$ cat src/design/gdtm_pkg.sv
// Shared types and constants for the glow downsample and tone map block.
package gdtm_pkg;

	localparam int PIX_W      = 8;
	localparam int CH_N       = 3;
	localparam int CFG_IDX_W  = 3;
	localparam int CFG_DATA_W = 11;
	localparam int SIZE_W     = 11;
	localparam int QUOT_W     = 8;
	localparam int MAG_W      = 2 * PIX_W;

	localparam logic [CFG_IDX_W-1:0] REG_FRAME_WIDTH  = 3'd0;
	localparam logic [CFG_IDX_W-1:0] REG_FRAME_HEIGHT = 3'd1;
	localparam logic [CFG_IDX_W-1:0] REG_KNEE_LEVEL   = 3'd2;
	localparam logic [CFG_IDX_W-1:0] REG_LOW_START    = 3'd3;
	localparam logic [CFG_IDX_W-1:0] REG_LOW_END      = 3'd4;
	localparam logic [CFG_IDX_W-1:0] REG_HIGH_START   = 3'd5;
	localparam logic [CFG_IDX_W-1:0] REG_HIGH_END     = 3'd6;

	localparam logic [SIZE_W-1:0] RST_FRAME_WIDTH  = 11'd400;
	localparam logic [SIZE_W-1:0] RST_FRAME_HEIGHT = 11'd240;
	localparam logic [PIX_W-1:0]  RST_KNEE_LEVEL   = 8'd192;
	localparam logic [PIX_W-1:0]  RST_LOW_START    = 8'd0;
	localparam logic [PIX_W-1:0]  RST_LOW_END      = 8'd64;
	localparam logic [PIX_W-1:0]  RST_HIGH_START   = 8'd64;
	localparam logic [PIX_W-1:0]  RST_HIGH_END     = 8'd128;

	localparam logic [PIX_W-1:0]  PIX_MAX  = 8'd255;
	localparam logic [SIZE_W-1:0] MIN_SIZE = 11'd2;

	// One pixel, channel 0 in the low byte.
	typedef logic [CH_N-1:0][PIX_W-1:0] pix_t;

	// Operands handed to one divider lane.
	typedef struct packed {
		logic [MAG_W-1:0] mag;
		logic [PIX_W-1:0] den;
	} curve_op_t;

endpackage

$ cat src/design/gdtm_div.sv
// Restoring divider lane that produces an 8-bit quotient, one bit per cycle.
module gdtm_div (
	input  logic                     clk,
	input  logic                     arst_n,
	input  logic                     start,
	input  gdtm_pkg::curve_op_t      op,
	output logic                     done,
	output logic [gdtm_pkg::QUOT_W-1:0] quot
);
	import gdtm_pkg::*;

	localparam int CNT_W = $clog2(QUOT_W);

	logic             busy_q;
	logic             done_q;
	logic [CNT_W-1:0] cnt_q;
	logic [PIX_W-1:0] rem_q;
	logic [PIX_W-1:0] dvd_q;
	logic [PIX_W-1:0] den_q;
	logic [QUOT_W-1:0] quot_q;

	logic [PIX_W:0]   trial;
	logic [PIX_W:0]   trial_sub;
	logic             fits;
	logic [PIX_W-1:0] rem_next;

	// The upper dividend byte is always below the divisor, so only eight steps remain.
	always_comb begin
		trial     = {rem_q, dvd_q[PIX_W-1]};
		trial_sub = trial - {1'b0, den_q};
		fits      = trial >= {1'b0, den_q};
		rem_next  = fits ? trial_sub[PIX_W-1:0] : trial[PIX_W-1:0];
	end

	always_ff @(posedge clk or negedge arst_n) begin
		if (!arst_n) begin
			busy_q <= 1'b0;
			done_q <= 1'b0;
			cnt_q  <= '0;
		end else if (start) begin
			busy_q <= 1'b1;
			done_q <= 1'b0;
			cnt_q  <= '0;
		end else if (busy_q) begin
			cnt_q <= cnt_q + 1'b1;
			if (cnt_q == CNT_W'(QUOT_W - 1)) begin
				busy_q <= 1'b0;
				done_q <= 1'b1;
			end
		end
	end

	always_ff @(posedge clk) begin
		if (start) begin
			rem_q <= op.mag[MAG_W-1:PIX_W];
			dvd_q <= op.mag[PIX_W-1:0];
			den_q <= op.den;
		end else if (busy_q) begin
			rem_q  <= rem_next;
			dvd_q  <= {dvd_q[PIX_W-2:0], 1'b0};
			quot_q <= {quot_q[QUOT_W-2:0], fits};
		end
	end

	assign done = done_q;
	assign quot = quot_q;

endmodule

$ cat config.mk
export PLATFORM = sky130hd
export DESIGN_NAME = gdtm_div
export DESIGN_NICKNAME = d
export VERILOG_FILES = /design/src/design/gdtm_pkg.sv /design/src/design/gdtm_div.sv
export SDC_FILE = /design/constraint.sdc
export NUM_CORES = 1
export LEC_CHECK = 0
export BUFFER_PORTS_ARGS = -buffer_cell sky130_fd_sc_hd__buf_2
export CAP_MARGIN = 20
export CORE_ASPECT_RATIO = 0.75
export CORE_MARGIN = 1
export CORE_UTILIZATION = 50
export CTS_BUF_LIST = sky130_fd_sc_hd__clkbuf_4 sky130_fd_sc_hd__clkbuf_8 sky130_fd_sc_hd__clkbuf_16
export DETAILED_ROUTE_END_ITERATION = 10
export PLACE_DENSITY = 0.78
export SLEW_MARGIN = 20
export SYNTH_ARGS = -nofsm -noshare
export SYNTH_HDL_FRONTEND = slang
export SYNTH_SLANG_ARGS = --single-unit
$ cat constraint.sdc
create_clock -name clk -period 2.2 [get_ports clk]
set_clock_uncertainty 0.05 [all_clocks]
set_input_delay 0.44 -clock clk [delete_from_list [all_inputs] [get_ports clk]]
set_output_delay 0.44 -clock clk [all_outputs]
set_load 0.03 [all_outputs]
; Word-level counts from Yosys, hierarchy flattened
; Cells that the tools add are included.
[word_totals]
register_bits = 37
input_bits = 27
out_inout_bits = 9
word_cells = 29
[classes]
addsub = 2
n_lt_le_gt_ge = 1
n_eq_ne = 1
muxes = 13
n_bitwise = 1
n_reduce_logical = 4
[op_table]
columns = op, count
row1 = two-way mux 8 bit, 5
row2 = greater-or-equal comparator 9 x 8 -> 1 bit, 1
row3 = subtractor 8 bit, 1
row4 = two-way mux 1 bit, 6
row5 = two-way mux 3 bit, 2
row6 = AND reduction 2 bit, 2
row7 = nonzero test 2 bit, 2
row8 = adder 3 x 1 -> 3 bit (second input constant), 1
row9 = == test 3 bit (second input constant), 1
row10 = inverter 1 bit, 1

; Logic depth before layout (Yosys ltp)
; Gate-level depths: netlist of the first run.
[depth]
ltp_word = 4
depth_mapped = 8

; Least setup slack after synthesis of the first run
; No wires, ideal clock.
[synth_path]
kind = register -> register
startpoint = register dvd_q[7]
endpoint = register rem_q[6], data pin
setup_ns = 0.261
arrival_time_ns = 1.805
required_time_ns = 1.889
slack_ns = 0.084
stages_incl_launch_ff = 9
path_buffers = 0
synth_period_minus_slack_ns = 2.116
cell_sequence = edfxtp_1 -> inv_1 -> ha_1 -> fa_1 -> nand2b_1 -> a21o_1 -> a211oi_1 -> a211oi_2 -> a221o_1
[synth_via]
elab_chain_len = 4
word_cells_on_any_way = 5
cone_classes = add/sub: 1 / order compare: 1 / mux: 3
[synth_lines]
columns = item, line
row1 = "start, declared", gdtm_div.sv:18  ; logic [PIX_W-1:0] dvd_q;
row2 = "start signal, assigned", gdtm_div.sv:56  ; dvd_q <= op.mag[PIX_W-1:0];
row3 = "start signal, assigned", gdtm_div.sv:60  ; dvd_q <= {dvd_q[PIX_W-2:0], 1'b0};
row4 = subtractor 8 bit or greater-or-equal comparator 9 x 8 -> 1 bit (tied branches), "gdtm_div.sv:30, gdtm_div.sv:31"
row5 = two-way mux 8 bit *, gdtm_div.sv:32  ; rem_next = fits ? trial_sub[PIX_W-1:0] : trial[PIX_W-1:0];
row6 = two-way mux 8 bit *, gdtm_div.sv:58  ; end else if (busy_q) begin
row7 = two-way mux 8 bit *, gdtm_div.sv:54  ; if (start) begin
row8 = "end signal, assigned", gdtm_div.sv:55  ; rem_q <= op.mag[MAG_W-1:PIX_W];
row9 = "end signal, assigned", gdtm_div.sv:59  ; rem_q <= rem_next;
row10 = "end, declared", gdtm_div.sv:17  ; logic [PIX_W-1:0] rem_q;
; Mark *: on every way between the ends. The rest lies on a longest branch, timed or not. The select of a mux whose other input is x is not followed.
; A chain may end at the register's enable or synchronous reset.

; Worst setup path in the final report of the first run
[layout_path]
startpoint = register den_q[0]
endpoint = register rem_q[6], data pin
[layout_via]
elab_chain_len = 4
word_cells_on_any_way = 5
cone_classes = add/sub: 1 / order compare: 1 / mux: 3
[layout_lines]
columns = item, line
row1 = "start, declared", gdtm_div.sv:19  ; logic [PIX_W-1:0] den_q;
row2 = "start signal, assigned", gdtm_div.sv:57  ; den_q <= op.den;
row3 = subtractor 8 bit or greater-or-equal comparator 9 x 8 -> 1 bit (tied branches), "gdtm_div.sv:30, gdtm_div.sv:31"
row4 = two-way mux 8 bit *, gdtm_div.sv:32
row5 = two-way mux 8 bit *, gdtm_div.sv:58
row6 = two-way mux 8 bit *, gdtm_div.sv:54
; Marks and branches as above.

==> impl_metrics.env, run 1 <==
export IMPL_instances_no_fill=251
export IMPL_synth_warnings=0
export IMPL_drt_iter0_markers=95
export IMPL_slew_viol_final=0
export IMPL_reg2reg_slack_ps=60
export IMPL_layout_common_cells="buf_2, edfxtp_1, inv_1, ha_1, buf_4"
export IMPL_postSynth_asyncResetShare_pct=13.5
export IMPL_post_dp_cell_area_sq_mm=0.00227
export IMPL_post_route_period_util_pct=97.4
export IMPL_crit_reg2reg_capture="rem_q[6]"
export IMPL_worstPathArrival_ps=2140
export IMPL_ctsHtreeMaxLevel=2
export IMPL_rsz0062_at_grt="false"
export IMPL_io_buffer_count=35
export IMPL_fraction_of_layout_instances_using_a_drive_strength_above_1_pct=38.2
export IMPL_critical_path_slowest_cell="edfxtp_1"
export IMPL_worstMarginPinSlew_ps=630
export IMPL_grt_pass1_vias=1311
export IMPL_cts_root_buf="clkbuf_8"
export IMPL_synth_instances=152
export IMPL_crit_fanout=3
export IMPL_clk_transition_reported_paths_ps=80
export IMPL_critPathTopFamily="compound AO/OA/AOI/OAI gates"
export IMPL_post_synth_mux_area_share_pct=4.95
export IMPL_core_rows=19
export IMPL_critical_path_startpoint_type="flip-flop"
export IMPL_tritoncts="yes"
export IMPL_synth_largest_type_area_fraction_pct=48.1
export IMPL_number_of_antenna_violating_nets_in_the_routed_design=0
export IMPL_synth_cell_area_sq_mm=0.00200
export IMPL_r2r_start="den_q[0]"
export IMPL_cellLeakagePower_uw=0.00103
export IMPL_design_area_sq_mm=0.00246
export IMPL_clock_path_buffers=2
export IMPL_synth_compound_area_share_pct=14.7
export IMPL_synthXorXnorAreaFrac_pct=1.75
export IMPL_ff2ff_path_depth=7
export IMPL_grt_pass1_wl_um=6070
export IMPL_power_density_cell_area_mw_per_mm2=1170
export IMPL_criticalPathCategory="reg -> reg"
export IMPL_cts_sinks=37
export IMPL_largest_family_of_logic_cells_by_synthesized_area="compound AO/OA/AOI/OAI gates"
export IMPL_groute_usage_overall_pct=19.8
export IMPL_critical_path_n_buffers_inverters=0
export IMPL_drt_first_pass_iters=4
export IMPL_hp_class="in -> reg"
export IMPL_dominantRegCellSynth="edfxtp_1"
export IMPL_finish_utilization_pct=66.0
export IMPL_timing_critical_path_to_type="flip-flop"
export IMPL_fin_total_pwr_uw=2890
export IMPL_grt_start_max_net_pins=25
export IMPL_achievable_frequency_mhz=467
export IMPL_final_setup_viol_count=0
export IMPL_crit_top_cell="a211oi_2"
export IMPL_final_nets=236
export IMPL_syn_nets=190
export IMPL_io_pin_count=36
export IMPL_crit_chain="ha_1, fa_2, nand2b_4, a21o_1, a211oi_2, a211oi_2, a221o_1"
export IMPL_vdd_drop_max_mv=0.624
export IMPL_antenna_diode_count=0
export IMPL_gp_congestion=0.856
export IMPL_detailroute_via_count=1355
export IMPL_synth_area_leaders="edfxtp_1, dfrtp_1, ha_1"
export IMPL_synth_enable_flop_cells=32
export IMPL_mean_post_synth_cell_area_sq_um=13.1
export IMPL_synth_largest_area_cell="edfxtp_1"
export IMPL_floorplan_initialDensity_pct=53.5
export IMPL_detailed_route_wl_um=3760
export IMPL_relSlewSlack_pct=57.9
export IMPL_detailed_place_hpwl_um=2730
export IMPL_area_growth_synth_to_final_pct=23.3
export IMPL_max_cap_violations=0
export IMPL_post_synth_and_or_nand_nor_area_fraction_pct=13.7
export IMPL_finalHoldViolCount=0
export IMPL_die_height_um=56.7
export IMPL_die_area_sq_mm=0.00425
export IMPL_routed_via_density=5.40
export IMPL_drc_viols=0
export IMPL_placedCellCount=241
export IMPL_worst_hold_path_endpoint="den_q[5]"
export IMPL_overflow=0
export IMPL_worst_hold_startpoint="op[5]"
export IMPL_routedWlPerCell_um=15.0
export IMPL_postSynthRegisterBits=37
export IMPL_antenna_found_initial=0
export IMPL_cts_inserted_buffers=5
export IMPL_core_sq_mm=0.00373
export IMPL_synth_seq_area_share_pct=54.4
export IMPL_post_route_min_period_ps=2140
export IMPL_final_common_cell="buf_2"
export IMPL_worst_path_largest_cell_delay_ps=380
export IMPL_hold_path_cell_count=1
export IMPL_status="finished, final reports clean"
export IMPL_chipWidth_um=75.0
export IMPL_post_synth_num_cell_types=46
export IMPL_synth_fa_ha_area_share_pct=7.27
export IMPL_worst_endpoint_required_ps=2190
export IMPL_insertion_delay_ps=290
-- final cells by class --
type                            instances  area, sq um
Clock inverter                          3         65.1
Timing Repair Buffer                   44          245
Clock buffer                            5         68.8
Inverter                               12         45.0
Sequential cell                        37         1090
Tap cell                               52         65.1
Multi-Input combinational cell         98          887
Fill cell                             291         1270
-- logic make-up after synthesis --
logic type / Yosys count
AO/OA/AOI/OAI: 31
AND/OR/NAND/NOR: 43
multiplexers: 9
buffers and inverters: 17
flip-flops: 37
adder cells (fa/ha/maj): 11
XOR/XNOR: 4
-- where the power goes --
part / internal (uW) / total (uW) / switching, uW
logic: 535 / 1190 / 658
clock network: 450 / 693 / 243
registers: 926 / 1000 / 73.9
-- cell usage after synthesis (3+ instances only) --
master / count
a21o_1: 4
a21oi_1: 3
clkbuf_1: 4
dfrtp_1: 5
edfxtp_1: 32
ha_1: 10
inv_1: 12
mux2_2: 7
nand2_1: 4
nand2b_1: 6
nand3_1: 3
nand3b_1: 4
nand4b_1: 3
nor2_1: 7
nor2b_1: 5
-- worst reg2reg max path: stages (launching register included) --
cell and delay [ps]:
edfxtp_1 380, ha_1 220, fa_2 360, nand2b_4 170, a21o_1 190, a211oi_2 220, a211oi_2 50, a221o_1 270
-- timing repair --
action | 4_1_cts | 5_1_grt
pin swaps | 0 | 2
buffers inserted | 0 | 1
endpoints found under the setup margin | 1 | 5
endpoints found under the hold margin | 5 | 0
resized for setup | 2 | 5
hold buffers | 1 | 0
-- routing by layer --
layer	track usage (%)	routed length (um)	up-vias
li1	-	-	664
met3	5.21	189	6
met4	8.09	59	0
met2	30.5	1740	42
met5	0	0	-
met1	26.5	1760	643
-- how the worst max path moves through the flow --
stage	start	endpoint	slack, ps	depth (start not counted)
6_report	den_q[0]	rem_q[6]	60	7
3_5_place_dp	den_q[0]	rem_q[6]	-30	7
4_1_cts	den_q[0]	rem_q[6]	1	7
3_3_place_gp	dvd_q[7]	rem_q[6]	20	8
2_1_floorplan	dvd_q[7]	rem_q[6]	80	8
5_1_grt	dvd_q[7]	rem_q[6]	9	8
-- flip-flops by register name, summed over array words and instances (netlist names) --
| register | count |
|---|---|
| busy_q | 1 |
| cnt_q | 3 |
| den_q | 8 |
| done | 1 |
| dvd_q | 8 |
| quot | 8 |
| rem_q | 8 |
-- stage by stage --
stage | hold slack [ps] | setup TNS, ps | setup WS, ps
after floorplan | 94.4 | 0 | 83.8
after global placement | 203 | 0 | 23.1
after detailed placement | 209 | -30.0 | -30.0
after CTS | 267 | 0 | 1.47
after global routing | 260 | 0 | 8.54
final | 273 | 0 | 56.6
Power figures use the tool's default switching activity.
==> inputs of run 2 (changes only) <==
--- a/config.mk
+++ b/config.mk
@@ -8,7 +8,7 @@
 export BUFFER_PORTS_ARGS = -buffer_cell sky130_fd_sc_hd__buf_2
 export CAP_MARGIN = 20
 export CORE_ASPECT_RATIO = 0.75
-export CORE_MARGIN = 1
+export CORE_MARGIN = 4
 export CORE_UTILIZATION = 50
 export CTS_BUF_LIST = sky130_fd_sc_hd__clkbuf_4 sky130_fd_sc_hd__clkbuf_8 sky130_fd_sc_hd__clkbuf_16
 export DETAILED_ROUTE_END_ITERATION = 10
==> run 2 against run 1 <==
Net effect:
- flip-flop and latch count is the same
- cell count shrank 0.80%
- combinational power is essentially flat
- largest cell class unchanged
- via count shrank 1.2%
- register-to-register slack is essentially flat
- sequential power is essentially flat
- design area shrank 1.5%
- utilization shrank 1.4 points
- worst setup slack gained 14 ps
- clock-buffer cell count grew 1
- non-clock buffer count shrank 2
==> impl_metrics.env, run 2 (synthesized netlist as in run 1, its figures left out) <==
export IMPL_crit_chain="ha_2, fa_2, nand2b_4, a21o_1, a211oi_2, a211oi_2, a221o_1"
export IMPL_routed_via_density=5.38
export IMPL_critical_path_startpoint_type="flip-flop"
export IMPL_die_height_um=62.7
export IMPL_crit_fanout=3
export IMPL_max_cap_violations=0
export IMPL_gp_congestion=0.873
export IMPL_detailroute_via_count=1339
export IMPL_fin_setup_tns_ps=0
export IMPL_criticalPathCategory="reg -> reg"
export IMPL_crit_top_cell="a211oi_2"
export IMPL_die_area_sq_mm=0.00508
export IMPL_worst_endpoint_required_ps=2180
export IMPL_cts_inserted_buffers=5
export IMPL_final_setup_viol_count=0
export IMPL_core_sq_mm=0.00376
export IMPL_placedCellCount=239
export IMPL_overflow=0
export IMPL_instances_no_fill=249
export IMPL_floorplan_initialDensity_pct=53.2
export IMPL_ctsHtreeMaxLevel=2
export IMPL_vdd_drop_max_mv=0.564
export IMPL_post_route_min_period_ps=2130
export IMPL_detailed_route_wl_um=3850
export IMPL_grt_pass1_wl_um=6310
export IMPL_io_buffer_count=35
export IMPL_antenna_diode_count=0
export IMPL_fin_total_pwr_uw=2680
export IMPL_slew_viol_final=0
export IMPL_drt_iter0_markers=135
export IMPL_area_growth_synth_to_final_pct=21.4
export IMPL_final_common_cell="buf_2"
export IMPL_cts_sinks=37
export IMPL_worstPathArrival_ps=2110
export IMPL_relSlewSlack_pct=55.0
export IMPL_setup_slack_ps=70.7
export IMPL_worst_path_largest_cell_delay_ps=380
export IMPL_chipWidth_um=81.0
export IMPL_routedWlPerCell_um=15.4
export IMPL_clk_transition_reported_paths_ps=80
export IMPL_rsz0062_at_grt="false"
export IMPL_number_of_antenna_violating_nets_in_the_routed_design=0
export IMPL_dp_worst_setup_slack_ps=-88.3
export IMPL_critical_path_slowest_cell="edfxtp_1"
export IMPL_grt_start_max_net_pins=35
export IMPL_detailed_place_hpwl_um=2790
export IMPL_power_density_cell_area_mw_per_mm2=1100
export IMPL_crit_path_start="den_q[0]"
export IMPL_antenna_found_initial=0
export IMPL_clock_path_buffers=2
export IMPL_grt_pass1_vias=1359
export IMPL_tritoncts="yes"
export IMPL_final_nets=234
export IMPL_r2r_start="den_q[0]"
export IMPL_groute_usage_overall_pct=16.1
export IMPL_post_route_period_util_pct=96.8
export IMPL_status="finished, final reports clean"
export IMPL_worst_hold_startpoint="op[3]"
export IMPL_fraction_of_layout_instances_using_a_drive_strength_above_1_pct=39.1
export IMPL_finalHoldViolCount=0
export IMPL_timing_critical_path_to_type="flip-flop"
export IMPL_hp_class="in -> reg"
export IMPL_achievable_frequency_mhz=470
export IMPL_drc_viols=0
export IMPL_layout_common_cells="buf_2, edfxtp_1, inv_1, nor2_1, mux2_2"
export IMPL_insertion_delay_ps=280
export IMPL_worstMarginPinSlew_ps=673
export IMPL_cts_root_buf="clkbuf_8"
export IMPL_drt_first_pass_iters=4
export IMPL_cellLeakagePower_uw=0.00100
export IMPL_core_rows=19
export IMPL_io_pin_count=36
[run 2: cell count changes in the layout (fill, tap and decap cells not counted), sizes merged]
cell | before | now
bufinv | 2 | 0
clkbuf | 5 | 6
clkinv | 1 | 2
buf | 43 | 41
[run 2: worst max-delay path, delay by kind of cell, from the launching register on]
kind	cells	cell delay (ps)
adder cells (fa/ha/maj)	2	550
flip-flops	1	380
AO/OA/AOI/OAI	4	740
AND/OR/NAND/NOR	1	160
[run 2: cell type report]
class | count | area [sq um]
fill | 303 | 1330
sequential | 37 | 1090
multi-input combinational | 98 | 900
timing repair buffer | 42 | 243
clock buffer | 6 | 76.3
tap | 52 | 65.1
inverter | 12 | 45.0
clock inverter | 2 | 10.0
[run 2: stage by stage]
| step | area [sq um] | hold slack [ps] | util (%) |
|---|---|---|---|
| floorplan | 2000 | 94.4 | - |
| global placement | 2270 | 202 | 60.4 |
| detailed placement | 2270 | 211 | 60.4 |
| CTS | 2370 | 278 | 63.2 |
| global route | 2420 | 265 | 64.6 |
| finish | 2420 | 280 | 64.6 |
[run 2: metal layers]
metal,global-route usage [%],part of all wire (%),vias to the layer above
li1,-,-,658
met1,21.4,45,645
met2,26.1,49,30
met3,4.03,4.1,6
met4,4.22,1.5,0
met5,0,0,-
[run 2: power breakdown]
| group | total (uW) | internal, uW | switching, uW |
|---|---|---|---|
| clock | 459 | 232 | 227 |
| sequential | 1000 | 926 | 78.8 |
| combinational | 1210 | 549 | 666 |
[run 2: path summary, 6_finish.rpt]
check                      cells after the start       end  slack [ps]
max                                            7  rem_q[6]          70
min                                            1  den_q[3]         280
max reg2reg                                    7  rem_q[6]          70
min reg2reg                                    0   quot[4]         400
max in group asynchronous                      2    busy_q        1530
min in group asynchronous                      2      done         430
[run 2: timing repair]
action | in CTS | in global routing
endpoints found under the hold margin | 5 | 0
gates resized for setup | 4 | 6
endpoints found under the setup margin | 1 | 3
hold buffers | 1 | 0
pin swaps | 1 | 3
buffers inserted | 0 | 1
